<file path="config.mk">
export PLATFORM = sky130hd
export DESIGN_NAME = tlbpt_ram
export DESIGN_NICKNAME = d
export VERILOG_FILES = /design/src/tlbpt_ram.sv
export SDC_FILE = /design/constraint.sdc
export NUM_CORES = 1
export LEC_CHECK = 0
export ABC_AREA = 1
export ABC_CLOCK_PERIOD_IN_PS = 1140
export BUFFER_PORTS_ARGS = -buffer_cell sky130_fd_sc_hd__clkbuf_2
export CORE_MARGIN = 1
export CORE_UTILIZATION = 32
export DETAILED_ROUTE_END_ITERATION = 8
export PLACE_DENSITY = 0.52
export SYNTH_ARGS = -nofsm -noshare
export SYNTH_HDL_FRONTEND = slang
export SYNTH_SLANG_ARGS = --single-unit
</file>
<file path="constraint.sdc">
create_clock -name clk -period 1.14 [get_ports clk]
set_input_delay 0.057 -clock clk [delete_from_list [all_inputs] [get_ports clk]]
set_output_delay 0.057 -clock clk [all_outputs]
set_load 0.005 [all_outputs]
</file>
<file path="src/tlbpt_ram.sv">
// ----------------------------------------------------------------------------
// tlbpt_ram: generic single-clock RAM
// One write port and one read port, read data registered.
// ----------------------------------------------------------------------------
module tlbpt_ram #(
	parameter int WIDTH = 8,
	parameter int DEPTH = 16,
	parameter int AW    = (DEPTH > 1) ? $clog2(DEPTH) : 1
) (
	input  logic             clk,
	input  logic             we,
	input  logic [AW-1:0]    waddr,
	input  logic [WIDTH-1:0] wdata,
	input  logic [AW-1:0]    raddr,
	output logic [WIDTH-1:0] rdata
);

	logic [WIDTH-1:0] mem_q [DEPTH];

	always_ff @(posedge clk) begin
		if (we) begin
			mem_q[waddr] <= wdata;
		end
		rdata <= mem_q[raddr];
	end

endmodule

</file>
* Yosys cells after proc, flatten, opt, wreduce, memory -nomap -nowiden *
Memory sizes are Yosys's and may differ from the RTL's. A register that Yosys moved wholly into a read port is not among the register bits.
Cells that the tools add are included.

cells by class
  add/subtract/negate cells = 0
  multipliers = 0
  divide/modulo/power cells = 0
  $lt $le $gt $ge = 0
  equal/unequal tests = 0
  shift operators = 0
  muxes and demuxes = 2
  bitwise logic cells = 0
  reduce and logical (&&, ||, !) cells = 0

operators by type and width
  cell     count
  $mux W1  2

storage, ports and cells
  flip-flop bits (word level) = 0
  bits in latches = 0
  memory bits (writable) = 128
  ROM bits = 0
  bits of input ports = 18
  output and inout bits = 8
  memories = 1

memory list
  memory  words  bits a word  read ports  clocked after Yosys merged registers in  wr ports  RTL line  text
  mem_q   16     8            1           1                                        1         18        logic [WIDTH-1:0] mem_q [DEPTH];

* Longest topological paths before layout *
Gate-level depths: netlist of run 1.

  word-level depth = 2
  mapped depth = 8
  gate-level depth less buffers = 7

* Least setup slack after synthesis of run 1 *
No wires, ideal clock.

  path type = input port to flip-flop
  from = input waddr[2]
  to = memory mem_q[10][0], enable pin
  arrival = 638 ps
  data required time = 770 ps
  setup slack = 132 ps
  stages = 2
  buffers on the path = 0
  cells stage by stage = nand3b_1 nor2_1

RTL lines
  element          RTL line  text
  start, declared  12        input logic [AW-1:0] waddr,
  end, declared    18

No word-level cell before the write port.

==> results of run 1 <==
==> flip-flops by register name, indices dropped and copies added, names as in the netlist <==
register / count
mem_q: 128
rdata: 8
==> layout make-up <==
type,count,area [µm²],share of cell area [%]
clock buffers,17,425,6.12
clock inverters,15,208,2.99
inverters,102,383,5.51
multi-input cells,289,1210,17.5
flip-flops and latches,136,4000,57.6
well taps,225,282,4.05
repair buffers,58,435,6.26
==> cells by family after synthesis <==
group	Yosys count	synth area share [%]
flops	136	69.4
simple gates	289	21.0
buf+inv	126	9.52
==> synthesized netlist by cell type, drive strengths merged <==
library cell	number
edfxtp	128
nand2	173
inv	102
nand3b	2
nand3	97
buf	24
dfxtp	8
nor2	17
==> routing by layer <==
layer  routed length [µm]  global-route usage (%)
met3                  484                    3.77
met2                 6520                    26.3
met5                    0                       0
met4                  255                    6.79
met1                 6490                    21.4
==> worst paths after layout <==
| check | start | end | cells past startpoint |
|---|---|---|---|
| setup / recovery | mem_q[0][4]$_DFFE_PP_ | rdata[4]$_DFF_P_ | 6 |
| hold / removal | raddr[3] | rdata[4]$_DFF_P_ | 4 |
| setup reg to reg | mem_q[0][4]$_DFFE_PP_ | rdata[4]$_DFF_P_ | 6 |
| hold reg to reg | mem_q[2][6]$_DFFE_PP_ | rdata[6]$_DFF_P_ | 6 |
==> critical path, stage by stage (launching register included) <==
cell and delay [ns]:
edfxtp_1 0.38, inv_1 0.06, nand2_1 0.05, nand3_1 0.08
nand3_1 0.11, nand3_1 0.15, nand2_1 0.08
==> through the flow <==
step           std cells  setup TNS, ns  power, mW  instance area, µm²  util [%]
2_1_floorplan        551              0       6.12                5770         -
3_3_place_gp         810       -0.00151       6.45                6320      36.1
3_5_place_dp         810        -0.0211       6.46                6320      36.1
4_1_cts              842              0       12.3                6950      39.8
5_1_grt              842              0       12.6                6950      39.8
6_report             842              0       12.2                6950      39.8
==> power breakdown <==
group	total [mW]	internal, mW	leakage, nW	switching [mW]
Clock	5.85	3.84	0.293	2.02
Sequential	5.63	5.59	1.22	0.0361
Combinational	0.723	0.236	1.49	0.487
==> flow_results.xml, run 1 <==
<?xml version="1.0" encoding="UTF-8"?>
<metrics>
  <group name="run_status">
    <metric name="status" unit="">finished, final reports clean</metric>
  </group>
  <group name="route">
    <metric name="ant_nets" unit="">0</metric>
    <metric name="detail_route.iter0.violations" unit="">270</metric>
    <metric name="drc_errors" unit="">0</metric>
    <metric name="drt_pass1_iterations" unit="">4</metric>
    <metric name="routed_via_density" unit="">4.56</metric>
    <metric name="wl_per_cell" unit="µm">16.3</metric>
    <metric name="vias" unit="">3837</metric>
    <metric name="finalWirelength" unit="µm">13700</metric>
  </group>
  <group name="sta">
    <metric name="rsz_0062_raised_after_global_routing" unit="">false</metric>
    <metric name="period_needed" unit="ns">1.01</metric>
    <metric name="worst_clock_skew_on_the_final_layout" unit="ns">0.00766</metric>
    <metric name="final_critical_path_share_of_the_clock_period" unit="%">88.9</metric>
    <metric name="fin_ws" unit="ns">0.126</metric>
    <metric name="slew_viol_final" unit="">0</metric>
    <metric name="tightestPinTransition" unit="ns">0.434</metric>
    <metric name="hold_viol_final" unit="">0</metric>
    <metric name="fin_hold_ws" unit="ns">0.120</metric>
    <metric name="relSlewSlack" unit="%">71.1</metric>
    <metric name="finalSetupViolCount" unit="">0</metric>
    <metric name="timing.fmax" unit="MHz">986</metric>
  </group>
  <group name="worst_setup_path">
    <metric name="worst_ep_required_time" unit="ns">1.45</metric>
    <metric name="timing_worst_setup_path_type" unit="">reg -&gt; reg</metric>
    <metric name="crit_path_start_kind" unit="">flop</metric>
    <metric name="r2r_setup_slack" unit="ns">0.13</metric>
    <metric name="worstPathArrival" unit="ns">1.32</metric>
    <metric name="cp-end-kind" unit="">flop</metric>
    <metric name="timing.critical_path.fanout_max" unit="">1</metric>
  </group>
  <group name="synth">
    <metric name="synthesis.yosys.warnings" unit="">0</metric>
    <metric name="synth.top_cells.by_area" unit="">edfxtp_1 67%, nand2_1 11%, nand3_1 8.4%, inv_1 6.5%, dfxtp_1 2.8%</metric>
    <metric name="post_synth_inst_count" unit="">551</metric>
    <metric name="synth_register_bits" unit="">136</metric>
    <metric name="number_of_different_library_cells_in_the_post_synthesis_netlist" unit="">12</metric>
    <metric name="mappedNetlistArea" unit="µm²">5770</metric>
    <metric name="synth.yosys.seq_area_share" unit="%">69.4</metric>
    <metric name="synth_nets" unit="">569</metric>
    <metric name="synth_top_cell_by_area" unit="">edfxtp_1</metric>
    <metric name="synth_top_area_share" unit="%">66.7</metric>
    <metric name="post_synth.cell_area_avg" unit="µm²">10.5</metric>
  </group>
  <group name="finish">
    <metric name="layout_cells_sized_above_1" unit="%">14.1</metric>
    <metric name="antennaDiodeCount" unit="">0</metric>
    <metric name="layout.nets" unit="">622</metric>
    <metric name="final_cell_mix" unit="">173 x nand2_1, 128 x edfxtp_1, 100 x inv_1</metric>
    <metric name="nFillCells" unit="">1665</metric>
    <metric name="final_common_cell" unit="">nand2_1</metric>
    <metric name="area.growth.synth_to_final" unit="%">20.5</metric>
  </group>
  <group name="clock_tree">
    <metric name="postCtsSetupRepairBufs" unit="">0</metric>
    <metric name="clk_lat_worst_skew" unit="ns">0.42</metric>
    <metric name="cts_num_sinks" unit="">136</metric>
    <metric name="cts_resized" unit="">0</metric>
    <metric name="clock-root-buffer" unit="">clkbuf_16</metric>
    <metric name="max-clock-path-buffers" unit="">2</metric>
    <metric name="cts-buffers-inserted" unit="">17</metric>
    <metric name="clock_tree.htree_level_count" unit="">4</metric>
    <metric name="clkTransAtPathRegs" unit="ns">0.06</metric>
    <metric name="postCtsHoldBufs" unit="">0</metric>
    <metric name="tritoncts_clock_tree" unit="">done</metric>
  </group>
  <group name="grt">
    <metric name="groute.usage.overall" unit="%">16.5</metric>
    <metric name="grt_start_max_net_pins" unit="">39</metric>
    <metric name="initial_antenna_violation_count" unit="">0</metric>
    <metric name="first_pass_grt_wire_length" unit="µm">21600</metric>
    <metric name="global_route.overflow_total" unit="">0</metric>
    <metric name="first_global_vias" unit="">3819</metric>
  </group>
  <group name="place">
    <metric name="place_congestion" unit="">0.780</metric>
    <metric name="pre_cts_ws" unit="ns">-0.0195</metric>
    <metric name="hpwl_after_detailed_placement" unit="µm">8630</metric>
    <metric name="port_buffers" unit="">25</metric>
  </group>
  <group name="floorplan">
    <metric name="row_count" unit="">48</metric>
    <metric name="floorplan.die.height" unit="µm">136</metric>
    <metric name="floorplan.initialDensity" unit="%">33.0</metric>
    <metric name="die_x" unit="µm">136</metric>
    <metric name="design.portCount" unit="">26</metric>
    <metric name="floorplan.core_area" unit="µm²">17500</metric>
    <metric name="die-area" unit="µm²">18600</metric>
  </group>
  <group name="power_and_ir_drop">
    <metric name="p_leak" unit="nW">3.01</metric>
    <metric name="vdd_drop_max" unit="V">0.00115</metric>
    <metric name="p_per_area" unit="nW/µm²">1760</metric>
  </group>
  <group name="min_path">
    <metric name="worst_hold_check_path_type" unit="">in -&gt; reg</metric>
  </group>
  <group name="job">
    <metric name="cap_violations" unit="">0</metric>
  </group>
</metrics>
Note: power is estimated with default switching activity, not from simulation.
==> inputs of run 2 (changes only) <==
Settings changed: ABC_AREA 1 to unset.
==> run 2 against run 1 <==
  * The run now ends with setup timing left
  * Hold slack got worse by 0.051 ns
  * Global-route usage decreased by 2.6 points
  * Largest cell class unchanged
  * Worst setup slack got worse by 0.27 ns
  * Clock power decreased by 9.9%
  * Core utilization increased by 2.2 points
==> flow_results.xml, run 2 <==
<?xml version="1.0" encoding="UTF-8"?>
<metrics>
  <group name="sta">
    <metric name="period_needed" unit="ns">1.28</metric>
    <metric name="final_critical_path_share_of_the_clock_period" unit="%">112</metric>
    <metric name="rsz_0062_raised_after_global_routing" unit="">true</metric>
    <metric name="timing.fmax" unit="MHz">781</metric>
    <metric name="fin_ws" unit="ns">-0.140</metric>
    <metric name="finalSetupViolCount" unit="">8</metric>
    <metric name="hold_viol_final" unit="">0</metric>
    <metric name="worst_clock_skew_on_the_final_layout" unit="ns">0.00628</metric>
    <metric name="timing.setup.tns" unit="ns">-0.877</metric>
    <metric name="slew_viol_final" unit="">0</metric>
    <metric name="fin_hold_ws" unit="ns">0.0692</metric>
    <metric name="tightestPinTransition" unit="ns">0.954</metric>
    <metric name="relSlewSlack" unit="%">36.3</metric>
  </group>
  <group name="place">
    <metric name="hpwl_after_detailed_placement" unit="µm">6800</metric>
    <metric name="placed_cells_incl_taps" unit="">488</metric>
    <metric name="place_congestion" unit="">0.679</metric>
    <metric name="pre_cts_ws" unit="ns">-0.367</metric>
    <metric name="port_buffers" unit="">25</metric>
  </group>
  <group name="finish">
    <metric name="nFillCells" unit="">1370</metric>
    <metric name="layout_cells_sized_above_1" unit="%">41.7</metric>
    <metric name="largest_register_by_flop_count" unit="">mem_q</metric>
    <metric name="final_common_cell" unit="">edfxtp_1</metric>
    <metric name="final_cell_mix" unit="">128 x edfxtp_1, 27 x mux4_2, 25 x clkbuf_2</metric>
    <metric name="area.growth.synth_to_final" unit="%">25.8</metric>
    <metric name="layout.nets" unit="">314</metric>
    <metric name="post_layout_nonfiller_instances" unit="">520</metric>
    <metric name="largest_register_ff_count" unit="">128</metric>
    <metric name="reg_top3" unit="">mem_q x128, rdata x8</metric>
    <metric name="layout.core_utilization" unit="%">42.0</metric>
    <metric name="antennaDiodeCount" unit="">0</metric>
  </group>
  <group name="clock_tree">
    <metric name="clock_tree.htree_level_count" unit="">4</metric>
    <metric name="cts_num_sinks" unit="">136</metric>
    <metric name="clk_lat_worst_skew" unit="ns">0.41</metric>
    <metric name="postCtsHoldBufs" unit="">0</metric>
    <metric name="clkTransAtPathRegs" unit="ns">0.05</metric>
    <metric name="postCtsSetupRepairBufs" unit="">0</metric>
    <metric name="clock-root-buffer" unit="">clkbuf_16</metric>
    <metric name="cts-buffers-inserted" unit="">17</metric>
    <metric name="tritoncts_clock_tree" unit="">done</metric>
    <metric name="max-clock-path-buffers" unit="">2</metric>
  </group>
  <group name="worst_setup_path">
    <metric name="worst_r2r_endpoint" unit="">rdata[7]$_DFF_P_</metric>
    <metric name="worst_ep_required_time" unit="ns">1.42</metric>
    <metric name="timing_worst_setup_path_type" unit="">reg -&gt; reg</metric>
    <metric name="worstPathArrival" unit="ns">1.56</metric>
    <metric name="critical_path.reg2reg.startpoint" unit="">mem_q[10][7]$_DFFE_PP_</metric>
    <metric name="rr_worst_depth" unit="">3</metric>
    <metric name="r2r_setup_slack" unit="ns">-0.14</metric>
    <metric name="crit_path_start_kind" unit="">flop</metric>
    <metric name="cp-end-kind" unit="">flop</metric>
    <metric name="timing.critical_path.fanout_max" unit="">1</metric>
  </group>
  <group name="grt">
    <metric name="first_global_vias" unit="">2622</metric>
    <metric name="grt_start_max_net_pins" unit="">17</metric>
    <metric name="groute.usage.overall" unit="%">13.9</metric>
    <metric name="first_pass_grt_wire_length" unit="µm">15800</metric>
    <metric name="global_route.overflow_total" unit="">0</metric>
    <metric name="initial_antenna_violation_count" unit="">0</metric>
  </group>
  <group name="run_status">
    <metric name="violations_in_the_final_reports" unit="">setup timing</metric>
    <metric name="status" unit="">finished with violations</metric>
  </group>
  <group name="min_path">
    <metric name="worst_hold_check_path_type" unit="">in -&gt; reg</metric>
    <metric name="worstHoldStart" unit="">wdata[7]</metric>
    <metric name="worst_hold_path.num_cells" unit="">1</metric>
    <metric name="hold-path-endpoint" unit="">mem_q[14][7]$_DFFE_PP_</metric>
  </group>
  <group name="synth">
    <metric name="synth_top_cell_by_area" unit="">edfxtp_1</metric>
    <metric name="number_of_different_library_cells_in_the_post_synthesis_netlist" unit="">19</metric>
    <metric name="ys_async_sr_fraction" unit="%">0</metric>
    <metric name="synth.top_cells.by_count" unit="">128 x edfxtp_1, 18 x mux4_2, 16 x a22oi_1, 14 x mux4_1, 13 x nor2_1</metric>
    <metric name="post_synth.cell_area_avg" unit="µm²">22.5</metric>
    <metric name="synth.yosys.seq_area_share" unit="%">77.8</metric>
    <metric name="synth_top_area_share" unit="%">74.7</metric>
    <metric name="synth_nets" unit="">247</metric>
    <metric name="mappedNetlistArea" unit="µm²">5150</metric>
    <metric name="synth.most_common_cell" unit="">edfxtp_1</metric>
    <metric name="synthesis.yosys.warnings" unit="">0</metric>
    <metric name="synth_enable_flop_cells" unit="">128</metric>
    <metric name="post_synth_inst_count" unit="">229</metric>
    <metric name="synth_register_bits" unit="">136</metric>
    <metric name="ys_dominant_reg_cell" unit="">edfxtp_1</metric>
    <metric name="synth.top_cells.by_area" unit="">edfxtp_1 75%, mux4_2 7.9%, mux4_1 7.1%, dfxtp_1 3.1%, a22oi_1 2.3%</metric>
  </group>
  <group name="route">
    <metric name="drc_errors" unit="">0</metric>
    <metric name="ant_nets" unit="">0</metric>
    <metric name="wl_per_cell" unit="µm">19.7</metric>
    <metric name="vias" unit="">2431</metric>
    <metric name="detail_route.iter0.violations" unit="">143</metric>
    <metric name="finalWirelength" unit="µm">10200</metric>
    <metric name="drt_pass1_iterations" unit="">4</metric>
    <metric name="routed_via_density" unit="">4.68</metric>
  </group>
  <group name="power_and_ir_drop">
    <metric name="p_per_area" unit="nW/µm²">1780</metric>
    <metric name="vdd_drop_max" unit="V">0.000982</metric>
    <metric name="p_leak" unit="nW">2.17</metric>
  </group>
  <group name="floorplan">
    <metric name="floorplan.core_area" unit="µm²">15400</metric>
    <metric name="die_x" unit="µm">129</metric>
    <metric name="row_count" unit="">45</metric>
    <metric name="die-area" unit="µm²">16600</metric>
    <metric name="floorplan.die.height" unit="µm">129</metric>
    <metric name="floorplan.initialDensity" unit="%">33.4</metric>
    <metric name="design.portCount" unit="">26</metric>
  </group>
  <group name="job">
    <metric name="cap_violations" unit="">0</metric>
  </group>
</metrics>
==> run 2: cell types whose count changed in the layout (fill, tap and decap cells not counted), sizes merged, moves of 2 or more <==
cell / previous run / this run
nand3: 97 / 1
clkinv: 6 / 8
nor2: 17 / 13
clkbuf: 42 / 46
clkinvlp: 4 / 0
mux4: 0 / 32
inv: 102 / 0
bufinv: 5 / 3
nand2b: 0 / 2
nand2: 173 / 9
a22oi: 0 / 16
nor3: 0 / 4
==> run 2: report_power, final <==
part | switching [mW] | internal [mW] | total [mW]
combinational | 0.322 | 0.305 | 0.627
clock | 1.87 | 3.40 | 5.27
sequential | 0.0360 | 5.59 | 5.63
==> run 2: how the worst max path moves through the flow <==
stage                                start               end  cells after the start
finish              mem_q[10][7]$_DFFE_PP_  rdata[7]$_DFF_P_                      3
global route        mem_q[10][1]$_DFFE_PP_  rdata[1]$_DFF_P_                      3
CTS                 mem_q[10][7]$_DFFE_PP_  rdata[7]$_DFF_P_                      3
detailed placement                raddr[0]  rdata[1]$_DFF_P_                      5
floorplan                         raddr[0]  rdata[1]$_DFF_P_                      5
global placement                  raddr[0]  rdata[1]$_DFF_P_                      5
==> run 2: through the flow <==
stage | power [mW] | area (µm²)
final | 11.5 | 6470
after floorplan | 6.01 | 5190
after global routing | 11.9 | 6470
after CTS | 11.7 | 6480
after global placement | 6.33 | 5880
after detailed placement | 6.34 | 5880
==> run 2: critical path, cell delays in order, from the launching register on <==
cell and delay (ns):
edfxtp_1 0.36, mux4_2 0.47, a22oi_2 0.20, nand2_1 0.11
==> run 2: area by class of cell <==
cell class                      count  area (µm²)  share of cell area, %
Clock buffer                       21         440                   6.80
Clock inverter                     11         130                   2.01
Sequential cell                   136        4000                   61.8
Tap cell                          211         264                   4.08
Multi-Input combinational cell     83        1110                   17.2
Timing Repair Buffer               58         523                   8.08
==> run 2: what timing repair did <==
action	in CTS	in global routing
gates resized for setup	13	7
endpoints found under the setup margin	8	8
pin swaps	8	8
==> run 2: per-layer routing <==
| layer | up-vias | wire [µm] | track usage [%] | share of wire, % |
|---|---|---|---|---|
| met1 | 1267 | 4820 | 18.0 | 47 |
| li1 | 1100 | - | - | - |
| met5 | - | 0 | 0 | 0 |
| met3 | 13 | 287 | 3.41 | 2.8 |
| met4 | 0 | 148 | 6.64 | 1.4 |
| met2 | 51 | 4970 | 22.0 | 49 |
==> run 2: cells by family (layout without fill, tap and decap cells) <==
logic type,after synthesis,count (layout),share of synthesized area (%)
DFF,136,136,77.8
muxes,32,32,15.0
buffers and inverters,10,90,1.68
and+or+nand+nor,35,35,3.18
AOI/OAI and AO/OA,16,16,2.33
